$ cat src/sv/corruption_segment_comparator_top_macros.svh
// ----------------------------------------------------------------------------
// Assertion macros for the corruption segment comparator
// Concurrent checks that compile away when SYNTHESIS is defined.
// ----------------------------------------------------------------------------
`ifndef CORRUPTION_SEGMENT_COMPARATOR_TOP_MACROS_SVH
`define CORRUPTION_SEGMENT_COMPARATOR_TOP_MACROS_SVH

`ifndef SYNTHESIS

// Same-cycle implication.
`define CSC_ASSERT_IMP(lbl, clk, rst, ante, cons, msg) \
   lbl: assert property (@(posedge clk) disable iff (rst) (ante) |-> (cons)) \
      else $error(msg);

// Next-cycle implication.
`define CSC_ASSERT_NXT(lbl, clk, rst, ante, cons, msg) \
   lbl: assert property (@(posedge clk) disable iff (rst) (ante) |=> (cons)) \
      else $error(msg);

`else

`define CSC_ASSERT_IMP(lbl, clk, rst, ante, cons, msg)
`define CSC_ASSERT_NXT(lbl, clk, rst, ante, cons, msg)

`endif

`endif

$ cat src/sv/csc_pkg.sv
// ----------------------------------------------------------------------------
// Corruption segment comparator package
// Shared widths, codes, controller types and helper functions.
// ----------------------------------------------------------------------------
package csc_pkg;

   // Width of the byte and segment counters and of the wide result fields.
   localparam int CNT_W = 48;
   localparam int BYTE_W = 8;
   localparam int WIN_W = 8;
   localparam int RUN_W = 9;
   localparam int KIND_W = 2;
   localparam int PCT_W = 7;
   localparam int BND_W = 3;

   localparam logic [WIN_W-1:0] WINDOW_RESET = WIN_W'(10);
   localparam logic [RUN_W-1:0] RUN_MAX = '1;

   // Percentage divider: one quotient bit per step.
   localparam int PCT_STEPS = PCT_W;
   localparam int PCT_CNT_W = $clog2(PCT_STEPS + 1);
   localparam int DIV_W = CNT_W + 8;

   // Item opcodes.
   localparam logic OP_COMPARE = 1'b0;
   localparam logic OP_END = 1'b1;

   // Result kinds.
   localparam logic [KIND_W-1:0] KIND_SEGMENT = 2'd0;
   localparam logic [KIND_W-1:0] KIND_REF_EXCESS = 2'd1;
   localparam logic [KIND_W-1:0] KIND_SUS_EXCESS = 2'd2;
   localparam logic [KIND_W-1:0] KIND_TOTALS = 2'd3;

   // Alignment classes.
   localparam logic [BND_W-1:0] BND_NONE = 3'd0;
   localparam logic [BND_W-1:0] BND_512 = 3'd1;
   localparam logic [BND_W-1:0] BND_1024 = 3'd2;
   localparam logic [BND_W-1:0] BND_2048 = 3'd3;
   localparam logic [BND_W-1:0] BND_4096 = 3'd4;

   typedef enum logic [2:0] {
      ST_IDLE,
      ST_DIV,
      ST_SEG,
      ST_EXC,
      ST_TOT
   } state_type;

   typedef struct packed {
      logic accept_cmp;
      logic accept_end;
      logic div_start;
      logic load_seg;
      logic load_exc;
      logic load_tot;
      logic last;
   } ctrl_cmd_type;

   typedef struct packed {
      logic in_diff;
      logic close;
      logic exc_nz;
      logic div_done;
      logic out_free;
   } dp_status_type;

   function automatic logic [CNT_W-1:0] sat_inc(input logic [CNT_W-1:0] v);
      return (v == '1) ? v : v + CNT_W'(1);
   endfunction

   function automatic logic [CNT_W-1:0] sat_add(input logic [CNT_W-1:0] a,
                                                input logic [CNT_W-1:0] b);
      logic [CNT_W:0] s;
      s = {1'b0, a} + {1'b0, b};
      return s[CNT_W] ? '1 : s[CNT_W-1:0];
   endfunction

   function automatic logic [BND_W-1:0] boundary_of(input logic [11:0] low);
      logic [BND_W-1:0] b;
      if (low[11:0] == 12'd0) begin
         b = BND_4096;
      end else if (low[10:0] == 11'd0) begin
         b = BND_2048;
      end else if (low[9:0] == 10'd0) begin
         b = BND_1024;
      end else if (low[8:0] == 9'd0) begin
         b = BND_512;
      end else begin
         b = BND_NONE;
      end
      return b;
   endfunction

endpackage

$ cat src/sv/csc_pct.sv
// ----------------------------------------------------------------------------
// Zero percentage divider
// Computes floor(100 * part / whole) for part <= whole, one bit per cycle.
// ----------------------------------------------------------------------------
module csc_pct import csc_pkg::*; (
   input  logic             clock,
   input  logic             reset,
   input  logic             start,
   input  logic [CNT_W-1:0] part,
   input  logic [CNT_W-1:0] whole,
   output logic             done,
   output logic [PCT_W-1:0] quot
);

   logic [PCT_CNT_W-1:0] cnt_ff, cnt_in;
   logic [DIV_W-1:0]     rem_ff, rem_in;
   logic [DIV_W-1:0]     den_ff, den_in;
   logic [PCT_W-1:0]     q_ff, q_in;
   logic                 zero_ff, zero_in;
   logic [DIV_W-1:0]     part_ext;

   assign part_ext = DIV_W'(part);

   always_comb begin
      cnt_in = cnt_ff;
      rem_in = rem_ff;
      den_in = den_ff;
      q_in = q_ff;
      zero_in = zero_ff;
      if (start) begin
         // 100 * part as 64 + 32 + 4 times part.
         rem_in = (part_ext << 6) + (part_ext << 5) + (part_ext << 2);
         den_in = DIV_W'(whole) << (PCT_STEPS - 1);
         q_in = '0;
         zero_in = (whole == '0);
         cnt_in = PCT_CNT_W'(PCT_STEPS);
      end else if (cnt_ff != '0) begin
         if (rem_ff >= den_ff) begin
            rem_in = rem_ff - den_ff;
            q_in = {q_ff[PCT_W-2:0], 1'b1};
         end else begin
            q_in = {q_ff[PCT_W-2:0], 1'b0};
         end
         den_in = den_ff >> 1;
         cnt_in = cnt_ff - PCT_CNT_W'(1);
      end
   end

   always_ff @(posedge clock) begin
      if (reset) begin
         cnt_ff <= '0;
      end else begin
         cnt_ff <= cnt_in;
      end
   end

   always_ff @(posedge clock) begin
      rem_ff <= rem_in;
      den_ff <= den_in;
      q_ff <= q_in;
      zero_ff <= zero_in;
   end

   assign done = (cnt_ff == '0);
   assign quot = zero_ff ? '0 : q_ff;

endmodule

$ cat src/sv/csc_dp.sv
// ----------------------------------------------------------------------------
// Corruption segment comparator datapath
// Stream state, counters, window register, divider and the result register.
// ----------------------------------------------------------------------------
`include "corruption_segment_comparator_top_macros.svh"

module csc_dp import csc_pkg::*; (
   input  logic              clock,
   input  logic              reset,
   input  ctrl_cmd_type      cmd,
   output dp_status_type     status,
   input  logic              req_op,
   input  logic [BYTE_W-1:0] req_reference_byte,
   input  logic [BYTE_W-1:0] req_suspect_byte,
   input  logic [CNT_W-1:0]  req_excess_bytes,
   input  logic              req_longer_side,
   input  logic              csr_we,
   input  logic [WIN_W-1:0]  csr_window_length,
   input  logic              rsp_stall,
   output logic              rsp_valid,
   output logic [KIND_W-1:0] rsp_kind,
   output logic [CNT_W-1:0]  rsp_diff_number,
   output logic [CNT_W-1:0]  rsp_start_offset,
   output logic [CNT_W-1:0]  rsp_length,
   output logic [CNT_W-1:0]  rsp_zero_count,
   output logic [PCT_W-1:0]  rsp_zero_percent,
   output logic [BND_W-1:0]  rsp_boundary,
   output logic [CNT_W-1:0]  rsp_total_differences,
   output logic [CNT_W-1:0]  rsp_total_diff_bytes,
   output logic              rsp_last
);

   logic [WIN_W-1:0] wl_ff, wl_in;
   logic [CNT_W-1:0] pos_ff, pos_in;
   logic             in_diff_ff, in_diff_in;
   logic [CNT_W-1:0] seg_start_ff, seg_start_in;
   logic [CNT_W-1:0] seg_len_ff, seg_len_in;
   logic [CNT_W-1:0] seg_zeros_ff, seg_zeros_in;
   logic [RUN_W-1:0] run_ff, run_in;
   logic [CNT_W-1:0] diff_cnt_ff, diff_cnt_in;
   logic [CNT_W-1:0] total_ff, total_in;
   logic [CNT_W-1:0] excess_ff, excess_in;
   logic             side_ff, side_in;

   logic              out_valid_ff, out_valid_in;
   logic [KIND_W-1:0] out_kind_ff, out_kind_in;
   logic [CNT_W-1:0]  out_num_ff, out_num_in;
   logic [CNT_W-1:0]  out_start_ff, out_start_in;
   logic [CNT_W-1:0]  out_len_ff, out_len_in;
   logic [CNT_W-1:0]  out_zeros_ff, out_zeros_in;
   logic [PCT_W-1:0]  out_pct_ff, out_pct_in;
   logic [BND_W-1:0]  out_bnd_ff, out_bnd_in;
   logic [CNT_W-1:0]  out_tdiff_ff, out_tdiff_in;
   logic [CNT_W-1:0]  out_tbytes_ff, out_tbytes_in;
   logic              out_last_ff, out_last_in;

   logic             mismatch;
   logic [RUN_W-1:0] run_next;
   logic             load_any;
   logic             pct_done;
   logic [PCT_W-1:0] pct_q;

   csc_pct u_pct (
      .clock (clock),
      .reset (reset),
      .start (cmd.div_start),
      .part  (seg_zeros_ff),
      .whole (seg_len_ff),
      .done  (pct_done),
      .quot  (pct_q)
   );

   assign mismatch = (req_reference_byte != req_suspect_byte);
   assign run_next = (run_ff == RUN_MAX) ? run_ff : run_ff + RUN_W'(1);
   assign load_any = cmd.load_seg | cmd.load_exc | cmd.load_tot;

   always_comb begin
      status.in_diff = in_diff_ff;
      // A matching byte closes the segment after window_length + 1 matches in a row.
      status.close = (req_op == OP_COMPARE) && in_diff_ff && !mismatch &&
                     (run_next >= ({1'b0, wl_ff} + RUN_W'(1)));
      status.exc_nz = (excess_ff != '0);
      status.div_done = pct_done;
      status.out_free = !out_valid_ff || !rsp_stall;
   end

   // Stream state.
   always_comb begin
      wl_in = wl_ff;
      pos_in = pos_ff;
      in_diff_in = in_diff_ff;
      seg_start_in = seg_start_ff;
      seg_len_in = seg_len_ff;
      seg_zeros_in = seg_zeros_ff;
      run_in = run_ff;
      diff_cnt_in = diff_cnt_ff;
      total_in = total_ff;
      excess_in = excess_ff;
      side_in = side_ff;

      if (csr_we) begin
         wl_in = csr_window_length;
      end

      if (cmd.accept_cmp) begin
         if (mismatch) begin
            if (!in_diff_ff) begin
               in_diff_in = 1'b1;
               seg_start_in = pos_ff;
               seg_len_in = CNT_W'(1);
               seg_zeros_in = CNT_W'(req_suspect_byte == '0);
               diff_cnt_in = sat_inc(diff_cnt_ff);
            end else begin
               seg_len_in = sat_inc(seg_len_ff);
               if (req_suspect_byte == '0) begin
                  seg_zeros_in = sat_inc(seg_zeros_ff);
               end
            end
            total_in = sat_inc(total_ff);
            run_in = '0;
         end else if (in_diff_ff) begin
            run_in = run_next;
         end
         pos_in = sat_inc(pos_ff);
      end

      if (cmd.accept_end) begin
         excess_in = req_excess_bytes;
         side_in = req_longer_side;
      end

      // The segment stays intact until it has been reported.
      if (cmd.load_seg) begin
         in_diff_in = 1'b0;
         seg_start_in = '0;
         seg_len_in = '0;
         seg_zeros_in = '0;
         run_in = '0;
      end

      if (cmd.load_exc) begin
         diff_cnt_in = sat_inc(diff_cnt_ff);
         total_in = sat_add(total_ff, excess_ff);
      end

      if (cmd.load_tot) begin
         pos_in = '0;
      end
   end

   // Result register.
   always_comb begin
      out_kind_in = out_kind_ff;
      out_num_in = out_num_ff;
      out_start_in = out_start_ff;
      out_len_in = out_len_ff;
      out_zeros_in = out_zeros_ff;
      out_pct_in = out_pct_ff;
      out_bnd_in = out_bnd_ff;
      out_tdiff_in = out_tdiff_ff;
      out_tbytes_in = out_tbytes_ff;
      out_last_in = out_last_ff;

      if (load_any) begin
         out_kind_in = KIND_SEGMENT;
         out_num_in = '0;
         out_start_in = '0;
         out_len_in = '0;
         out_zeros_in = '0;
         out_pct_in = '0;
         out_bnd_in = BND_NONE;
         out_tdiff_in = '0;
         out_tbytes_in = '0;
         out_last_in = cmd.last;
      end

      if (cmd.load_seg) begin
         out_num_in = diff_cnt_ff;
         out_start_in = seg_start_ff;
         out_len_in = seg_len_ff;
         out_zeros_in = seg_zeros_ff;
         out_pct_in = pct_q;
         out_bnd_in = boundary_of(seg_start_ff[11:0]);
      end else if (cmd.load_exc) begin
         out_kind_in = side_ff ? KIND_SUS_EXCESS : KIND_REF_EXCESS;
         out_num_in = sat_inc(diff_cnt_ff);
         out_start_in = pos_ff;
         out_len_in = excess_ff;
      end else if (cmd.load_tot) begin
         out_kind_in = KIND_TOTALS;
         out_tdiff_in = diff_cnt_ff;
         out_tbytes_in = total_ff;
      end

      if (load_any) begin
         out_valid_in = 1'b1;
      end else if (!rsp_stall) begin
         out_valid_in = 1'b0;
      end else begin
         out_valid_in = out_valid_ff;
      end
   end

   always_ff @(posedge clock) begin
      if (reset) begin
         wl_ff <= WINDOW_RESET;
         pos_ff <= '0;
         in_diff_ff <= 1'b0;
         seg_start_ff <= '0;
         seg_len_ff <= '0;
         seg_zeros_ff <= '0;
         run_ff <= '0;
         diff_cnt_ff <= '0;
         total_ff <= '0;
         out_valid_ff <= 1'b0;
      end else begin
         wl_ff <= wl_in;
         pos_ff <= pos_in;
         in_diff_ff <= in_diff_in;
         seg_start_ff <= seg_start_in;
         seg_len_ff <= seg_len_in;
         seg_zeros_ff <= seg_zeros_in;
         run_ff <= run_in;
         diff_cnt_ff <= diff_cnt_in;
         total_ff <= total_in;
         out_valid_ff <= out_valid_in;
      end
   end

   always_ff @(posedge clock) begin
      excess_ff <= excess_in;
      side_ff <= side_in;
      out_kind_ff <= out_kind_in;
      out_num_ff <= out_num_in;
      out_start_ff <= out_start_in;
      out_len_ff <= out_len_in;
      out_zeros_ff <= out_zeros_in;
      out_pct_ff <= out_pct_in;
      out_bnd_ff <= out_bnd_in;
      out_tdiff_ff <= out_tdiff_in;
      out_tbytes_ff <= out_tbytes_in;
      out_last_ff <= out_last_in;
   end

   assign rsp_valid = out_valid_ff;
   assign rsp_kind = out_kind_ff;
   assign rsp_diff_number = out_num_ff;
   assign rsp_start_offset = out_start_ff;
   assign rsp_length = out_len_ff;
   assign rsp_zero_count = out_zeros_ff;
   assign rsp_zero_percent = out_pct_ff;
   assign rsp_boundary = out_bnd_ff;
   assign rsp_total_differences = out_tdiff_ff;
   assign rsp_total_diff_bytes = out_tbytes_ff;
   assign rsp_last = out_last_ff;

   `CSC_ASSERT_IMP(a_zeros_within_len, clock, reset, 1'b1, seg_zeros_ff <= seg_len_ff, "segment zero count exceeds its length")
   `CSC_ASSERT_IMP(a_closed_is_empty, clock, reset, !in_diff_ff, seg_len_ff == '0 && run_ff == '0, "closed segment holds stale state")
   `CSC_ASSERT_IMP(a_seg_report_open, clock, reset, cmd.load_seg, in_diff_ff && pct_done, "segment reported while none is open")

endmodule

$ cat src/sv/csc_ctrl.sv
// ----------------------------------------------------------------------------
// Corruption segment comparator controller
// Sequences item acceptance, the percentage divide and result loads.
// ----------------------------------------------------------------------------
`include "corruption_segment_comparator_top_macros.svh"

module csc_ctrl import csc_pkg::*; (
   input  logic          clock,
   input  logic          reset,
   input  logic          req_valid,
   input  logic          req_op,
   output logic          req_stall,
   input  dp_status_type status,
   output ctrl_cmd_type  cmd
);

   state_type state_ff, state_in;
   logic      end_ff, end_in;
   logic      accept;
   logic [2:0] loads;

   assign req_stall = (state_ff != ST_IDLE);
   assign accept = req_valid && !req_stall;
   assign end_in = accept ? (req_op == OP_END) : end_ff;
   assign loads = {cmd.load_seg, cmd.load_exc, cmd.load_tot};

   // Next state.
   always_comb begin
      state_in = state_ff;
      case (state_ff)
         ST_IDLE: begin
            if (accept) begin
               if (req_op == OP_END) begin
                  state_in = status.in_diff ? ST_DIV : ST_EXC;
               end else if (status.close) begin
                  state_in = ST_DIV;
               end
            end
         end
         ST_DIV: begin
            if (status.div_done) begin
               state_in = ST_SEG;
            end
         end
         ST_SEG: begin
            if (status.out_free) begin
               state_in = end_ff ? ST_EXC : ST_IDLE;
            end
         end
         ST_EXC: begin
            if (!status.exc_nz || status.out_free) begin
               state_in = ST_TOT;
            end
         end
         ST_TOT: begin
            if (status.out_free) begin
               state_in = ST_IDLE;
            end
         end
         default: begin
            state_in = ST_IDLE;
         end
      endcase
   end

   // Commands.
   always_comb begin
      cmd = '0;
      case (state_ff)
         ST_IDLE: begin
            cmd.accept_cmp = accept && (req_op == OP_COMPARE);
            cmd.accept_end = accept && (req_op == OP_END);
            cmd.div_start = (cmd.accept_cmp && status.close) ||
                            (cmd.accept_end && status.in_diff);
         end
         ST_SEG: begin
            cmd.load_seg = status.out_free;
            cmd.last = !end_ff;
         end
         ST_EXC: begin
            cmd.load_exc = status.out_free && status.exc_nz;
         end
         ST_TOT: begin
            cmd.load_tot = status.out_free;
            cmd.last = 1'b1;
         end
         default: begin
            cmd = '0;
         end
      endcase
   end

   always_ff @(posedge clock) begin
      if (reset) begin
         state_ff <= ST_IDLE;
         end_ff <= 1'b0;
      end else begin
         state_ff <= state_in;
         end_ff <= end_in;
      end
   end

   `CSC_ASSERT_IMP(a_one_load, clock, reset, 1'b1, $onehot0(loads), "more than one result loaded at once")
   `CSC_ASSERT_NXT(a_div_follows_start, clock, reset, cmd.div_start, state_ff == ST_DIV, "divide started without entering the divide state")
   `CSC_ASSERT_IMP(a_seg_after_div, clock, reset, state_ff == ST_SEG, status.div_done, "segment result pending while the divider runs")

endmodule

$ cat src/sv/corruption_segment_comparator_top.sv
// ----------------------------------------------------------------------------
// Corruption segment comparator
// Finds differing segments between a reference and a suspect byte stream.
// ----------------------------------------------------------------------------
// A compare item that does not close a segment leaves the controller idle, so
// byte pairs stream at one per clock. A compare item that closes a segment
// stalls the input after it is accepted: the zero percentage comes from a
// restoring divider that produces one of its seven quotient bits per cycle,
// the controller then sees the divider finish, and the result register loads.
// An end item stalls the input through the excess step, which loads an excess
// result only when the excess is nonzero, and through the totals result, after
// it first flushes any open segment through the divider. Results sit in an
// output register; a result load waits while that register holds a stalled
// result, and that wait lengthens the stall. Counters saturate at all ones.
// csr_ready is always high; write the window only while the block is idle.
// ----------------------------------------------------------------------------
module corruption_segment_comparator_top import csc_pkg::*; (
   input  logic              clock,
   input  logic              reset,
   input  logic              req_valid,
   output logic              req_stall,
   input  logic              req_op,
   input  logic [BYTE_W-1:0] req_reference_byte,
   input  logic [BYTE_W-1:0] req_suspect_byte,
   input  logic [CNT_W-1:0]  req_excess_bytes,
   input  logic              req_longer_side,
   output logic              rsp_valid,
   input  logic              rsp_stall,
   output logic [KIND_W-1:0] rsp_kind,
   output logic [CNT_W-1:0]  rsp_diff_number,
   output logic [CNT_W-1:0]  rsp_start_offset,
   output logic [CNT_W-1:0]  rsp_length,
   output logic [CNT_W-1:0]  rsp_zero_count,
   output logic [PCT_W-1:0]  rsp_zero_percent,
   output logic [BND_W-1:0]  rsp_boundary,
   output logic [CNT_W-1:0]  rsp_total_differences,
   output logic [CNT_W-1:0]  rsp_total_diff_bytes,
   output logic              rsp_last,
   input  logic              csr_valid,
   output logic              csr_ready,
   input  logic [WIN_W-1:0]  csr_window_length
);

   ctrl_cmd_type  cmd;
   dp_status_type status;

   assign csr_ready = 1'b1;

   csc_ctrl u_ctrl (
      .clock     (clock),
      .reset     (reset),
      .req_valid (req_valid),
      .req_op    (req_op),
      .req_stall (req_stall),
      .status    (status),
      .cmd       (cmd)
   );

   csc_dp u_dp (
      .clock                 (clock),
      .reset                 (reset),
      .cmd                   (cmd),
      .status                (status),
      .req_op                (req_op),
      .req_reference_byte    (req_reference_byte),
      .req_suspect_byte      (req_suspect_byte),
      .req_excess_bytes      (req_excess_bytes),
      .req_longer_side       (req_longer_side),
      .csr_we                (csr_valid && csr_ready),
      .csr_window_length     (csr_window_length),
      .rsp_stall             (rsp_stall),
      .rsp_valid             (rsp_valid),
      .rsp_kind              (rsp_kind),
      .rsp_diff_number       (rsp_diff_number),
      .rsp_start_offset      (rsp_start_offset),
      .rsp_length            (rsp_length),
      .rsp_zero_count        (rsp_zero_count),
      .rsp_zero_percent      (rsp_zero_percent),
      .rsp_boundary          (rsp_boundary),
      .rsp_total_differences (rsp_total_differences),
      .rsp_total_diff_bytes  (rsp_total_diff_bytes),
      .rsp_last              (rsp_last)
   );

endmodule
$ cat config.mk
export PLATFORM = sky130hd
export DESIGN_NAME = corruption_segment_comparator_top
export DESIGN_NICKNAME = d
export VERILOG_FILES = /design/src/sv/csc_pkg.sv /design/src/sv/csc_pct.sv /design/src/sv/csc_dp.sv /design/src/sv/csc_ctrl.sv /design/src/sv/corruption_segment_comparator_top.sv
export VERILOG_INCLUDE_DIRS = /design/src /design/src/sv
export SDC_FILE = /design/constraint.sdc
export NUM_CORES = 2
export LEC_CHECK = 0
export ABC_CLOCK_PERIOD_IN_PS = 8500
export BUFFER_PORTS_ARGS = -buffer_cell sky130_fd_sc_hd__buf_2
export CORE_ASPECT_RATIO = 1.4
export CORE_MARGIN = 4
export CORE_UTILIZATION = 47
export DETAILED_ROUTE_END_ITERATION = 6
export GPL_ROUTABILITY_DRIVEN = 1
export HOLD_SLACK_MARGIN = 0.12
export PLACE_DENSITY = 0.69
export SLEW_MARGIN = 30
export SYNTH_ARGS = -nofsm -noshare
export SYNTH_HDL_FRONTEND = slang
export SYNTH_HIERARCHICAL = 1
export SYNTH_SLANG_ARGS = --single-unit
$ cat constraint.sdc
create_clock -name clock -period 8.5 [get_ports clock]
set_input_delay 1.7 -clock clock [delete_from_list [all_inputs] [get_ports clock]]
set_output_delay 1.7 -clock clock [all_outputs]
set_load 0.02 [all_outputs]
# ---- Yosys cells after proc, flatten, opt, wreduce, memory -nomap -nowiden
# Index checks and enable logic that the tools add are counted.
dict set report totals {
  output_inout_bits 304
  input_bits 79
  ff_bits 782
}
dict set report op_classes {
  n_mux 73
  magnitude_cmp 2
  n_eq_ne 23
  add_sub_neg 12
  reduce_logical 48
  bitwise 5
}
# op n
set op_table {}
lappend op_table {{48-bit 2-to-1 mux} 31}
lappend op_table {{48-bit by 1-bit adder with 48-bit output, second input constant} 5}
lappend op_table {{48-bit == test, second input constant} 5}
lappend op_table {{56-bit 2-to-1 mux} 3}
lappend op_table {{54-bit 2-to-1 mux} 2}
lappend op_table {{55-bit by 50-bit adder with 56-bit output} 1}
lappend op_table {{56-bit by 54-bit greater-or-equal comparator with 1-bit output} 1}
lappend op_table {{56-bit by 54-bit subtractor with 56-bit output} 1}
lappend op_table {{54-bit by 53-bit adder with 55-bit output} 1}
lappend op_table {{48-bit by 48-bit adder with 49-bit output} 1}
lappend op_table {{48-bit logical NOT} 1}
lappend op_table {{48-bit nonzero test} 1}
lappend op_table {{3-bit 2-to-1 mux} 15}
lappend op_table {{9-bit 2-to-1 mux} 3}
lappend op_table {{7-bit 2-to-1 mux} 3}
lappend op_table {{2-bit by 1-bit inequality test with 1-bit output, second input constant} 8}
lappend op_table {{3-bit one-hot mux with 5 select lines} 1}
lappend op_table {{2-bit 2-to-1 mux} 7}
lappend op_table {{12-bit logical NOT} 1}
lappend op_table {{3-bit AND reduction} 4}
lappend op_table {{2-bit nonzero test} 6}
lappend op_table {{11-bit logical NOT} 1}
lappend op_table {{10-bit logical NOT} 1}
lappend op_table {{8-bit by 1-bit adder with 9-bit output, second input constant} 1}
lappend op_table {{other kinds (25)} 59}

# ---- Longest topological paths before layout
dict set report logic_depth {
  depth_word 10
  mapped_depth 25
}

# ---- Hierarchy
# The synthesis kept the hierarchy.
# mod n_inst area_each_um2 seq_area_each_um2 cells_each
set by_module_without_submodules {}
lappend by_module_without_submodules {csc_dp 1 30742.0 15675.0 3175}
lappend by_module_without_submodules {csc_pct 1 12224.2 3473.3 1425}
lappend by_module_without_submodules {csc_ctrl 1 364.1 80.1 47}
lappend by_module_without_submodules {corruption_segment_comparator_top 1 11.3 0.0 2}

# ---- Least setup slack after synthesis
# No wires, ideal clock.
dict set report synth_timing {
  path_kind {input -> register}
  from {input port rsp_stall}
  to {register u_dp.out_num_ff[0] (netlist: u_dp/rsp_diff_number[0]), enable pin}
  arrival_time_ns 5.820
  stages 9
  required_time_ns 8.003
  path_slack_ns 2.184
  path_buffers 3
  setup_ns 0.497
  cell_sequence {nand2_1 > nand2b_1 > nor2_1 > clkbuf_1 > or2_2 > clkbuf_1 > clkbuf_1 > nor2_1 > inv_1}
}
# element line
set synth_lines {}
lappend synth_lines {{from (decl)} corruption_segment_comparator_top.sv:28} ;# input logic rsp_stall,
lappend synth_lines {{to (signal assigned)} csc_dp.sv:234} ;# out_num_ff <= out_num_in;
lappend synth_lines {{to (decl)} csc_dp.sv:47} ;# logic [CNT_W-1:0] out_num_ff, out_num_in;

==> key figures <==
Critical path
  – Startpoint Class: flop
  – Crit path buffers/inverters: 3
  – Setup CP Type: flop to flop
  – Arrival time worst endpoint: 5.57 ns
  – CP Max Fanout: 55
  – Reg2reg setup slack: 3.21 ns
  – Slowest cell on crit path: nor2_4
  – CP delay by family, top: simple AND/OR/NAND/NOR gates
  – CP Cell Sequence: ha_1 -> nand2_1 -> nor2_1 -> and3_1 -> nand2_1 -> mux2_2 -> ha_1 -> a21o_1 -> a21oi_1 -> nor2b_1 -> o21ai_0 -> nand2b_1 -> a21oi_1 -> nor2b_1 -> o21ai_0 -> a21oi_1 -> mux2i_1 -> nor2_4 -> inv_1 -> buf_4 -> nand2_2 -> buf_4
  – CP max stage delay: 0.66 ns
  – R2r worst-path depth: 22
  – Required @ worst endpoint: 8.78 ns
  – Reg2reg end: u_dp/u_pct/rem_ff[14]
  – CP endpoint kind: flop
  – CP most frequent cell: a21oi_1
  – R2R Path Start: u_dp/run_ff[0]

Placed design
  – Final GP Congestion: 0.956
  – Detail Placement HPWL: 94600 um
  – Number of buffers added on ports: 381

GRT
  – Gr ovfl total: 0
  – Number of global-route vias before repair: 34800
  – First-pass GRT wire length: 200000 um
  – Pin count of the biggest net entering global routing: 98
  – Initial antenna violation count: 10
  – All-Layer GR Usage: 25.7%

Yosys
  – Yosys top cell by area: edfxtp_1
  – Most numerous cell in the Yosys netlist: nor2_1
  – Syn_area_per_cell: 9.32 sq um
  – Synth Flop Type: dfxtp_1
  – Sequential fraction of the synthesis area: 44.4%
  – Synth Net Count: 4948
  – Yosys warnings: 6
  – Cells after Synth: 4649
  – Post-synth EDFFs: 357
  – Mapped cell area: 0.0433 sq mm
  – Top cell type's share of synthesized area: 24.7%
  – FF+latch count, synth: 782
  – Async set-reset flop share out of synthesis: 0%
  – Yosys cell types: 110
  – Top cells by count, synth: nor2_1 (523), nand2_1 (496), dfxtp_1 (425), edfxtp_1 (357), a21oi_1 (310)
  – Synth top area cells: edfxtp_1 (25%), dfxtp_1 (20%), ha_1 (5.0%)

Floorplanning
  – Die Width: 265 um
  – Cell Rows: 131
  – IO Count: 383
  – Starting Density: 47.5%
  – Die Height: 367 um
  – CORE AREA: 0.0913 sq mm
  – Die Area: 0.0972 sq mm

Detailed routing
  – Vias: 36000
  – Routed len/inst: 20.9 um
  – Starting DRT DRC Count: 2999
  – Via/cell ratio: 5.83
  – Post-DRT Antenna Nets: 0
  – Post-detailed-routing wire length: 129000 um
  – First-pass DRT Iterations: 5
  – Residual DRC count: 0

Final layout
  – Ratio of cells with drive above 1 in the final layout: 13.0%
  – Nets: 5199
  – Filler cells: 8382
  – Most flop-heavy register: u_dp/u_pct/rem_ff
  – Largest register FFs: 56
  – Area Overhead vs Synth: 12.6%
  – Biggest regs: u_dp/u_pct/rem_ff (56), u_dp/u_pct/den_ff (54)

CTS
  – Setup bufs post-CTS: 0
  – Clock-pin slew on the worst setup and hold paths: 0.06 ns
  – Hold bufs inserted after CTS: 0
  – Max Root-Sink Buffers: 3
  – CTS Sinks: 782
  – CTS resizes: 0
  – Clk Latency, worst-skew pair: 0.68 ns
  – Cts bufs inserted: 82
  – H-tree depth: 3
  – Root Buffer: clkbuf_16
  – CTS tree: built

STA
  – Fmax: 189 MHz
  – Final setup fails: 0
  – Final Max Slew Viols: 0
  – Slew headroom: 24.1%
  – Crit path time final: 5.29 ns
  – Post-Route Skew: 0.0294 ns
  – Final Hold Slack: 0.448 ns
  – Final TNS setup: 0 ns
  – Worst-margin pin slew: 1.13 ns
  – Final Hold Viols: 0
  – RSZ-0062 raised after global routing: no
  – Period Utilization, post-route: 62.2%

Min path
  – Min-delay worst type: flop to flop
  – Hold worst-path end: u_dp/u_pct/q_ff[6]
  – Min-Delay Startpoint: u_dp/u_pct/q_ff[6]
  – Hold path cells: 2

Job
  – MaxCap Viol Count: 0

Outcome
  – Status: complete, no violations

Pwr
  – Pwr Density: 291 mW/mm^2
  – P_leak: 0.0188 uW
  – Worst IR drop on VDD: 0.207 mV
[logic make-up (layout without fill, tap and decap cells)]
family,count (synthesis),in the layout,synth area share [%]
AO/OA/AOI/OAI,1056,1056,15.6
XOR/XNOR,321,321,6.49
adder cells (fa/ha/maj),220,220,7.17
buffers and inverters,393,713,3.58
flip-flops,782,782,44.4
multiplexers,170,170,3.96
other,1,6,0.00865
AND/OR/NAND/NOR,1706,1706,18.9
[worst reg2reg max path, cell delays in order, from the launching register on]
cell,delay [ns]
dfxtp_1,0.40
ha_1,0.24
nand2_1,0.07
nor2_1,0.15
and3_1,0.25
nand2_1,0.22
mux2_2,0.35
ha_1,0.28
a21o_1,0.10
a21oi_1,0.06
nor2b_1,0.10
o21ai_0,0.08
nand2b_1,0.09
a21oi_1,0.08
nor2b_1,0.10
o21ai_0,0.09
a21oi_1,0.20
mux2i_1,0.15
nor2_4,0.66
inv_1,0.20
buf_4,0.31
nand2_2,0.11
buf_4,0.57
[power breakdown]
part           internal, uW  leakage [uW]  switching (uW)
clock                  1980       0.00129            1590
combinational          1840        0.0107            3490
sequential             4920       0.00684             385
[how the worst max path moves through the flow]
stage	start	endpoint	depth (start not counted)
after global routing	u_dp/run_ff[0]	u_dp/u_pct/rem_ff[14]	22
after CTS	u_dp/run_ff[0]	u_dp/u_pct/rem_ff[16]	22
after floorplan	rsp_stall	u_dp/rsp_diff_number[0]	9
after detailed placement	req_suspect_byte[5]	u_dp/u_pct/rem_ff[16]	13
final	u_dp/run_ff[0]	u_dp/u_pct/rem_ff[14]	22
after global placement	rsp_stall	u_dp/rsp_length[26]	9
[metrics by stage]
step	util, %	instance area [sq um]	instances	power, uW	setup slack (ns)
after floorplan	-	43300	4649	9170	2.18
after global placement	50.5	46100	6012	10600	2.61
after detailed placement	50.5	46100	6013	10700	2.52
after CTS	53.4	48800	6166	14200	3.17
after global routing	53.4	48800	6166	15000	2.76
final	53.5	48800	6171	14200	3.21
[per-layer routing]
layer,share of wire (%),global-route usage [%]
met1,40,31.9
met2,49,43.8
met3,6.3,3.99
met4,4.9,12.2
met5,0.0070,0
[placed cells by master (no fill, tap or decap), types with 139 or more instances in the layout]
cell type	n
inv_1	139
nor2_1	513
dfxtp_1	425
xnor2_1	153
mux2i_1	165
a21oi_1	310
ha_1	173
xor2_1	168
buf_2	380
edfxtp_1	357
o21ai_0	266
nand2_1	494
[area by class of cell]
| class | count | area, sq um | share of cell area (%) |
|---|---|---|---|
| well taps | 1197 | 1500 | 3.07 |
| clock buffers | 104 | 2240 | 4.58 |
| flip-flops and latches | 782 | 19200 | 39.4 |
| inverters | 143 | 542 | 1.11 |
| clock inverters | 49 | 428 | 0.877 |
| diodes | 5 | 12.5 | 0.0256 |
| multi-input cells | 3474 | 22600 | 46.4 |
| repair buffers | 417 | 2210 | 4.52 |
Note: power is estimated with default switching activity, not from simulation.
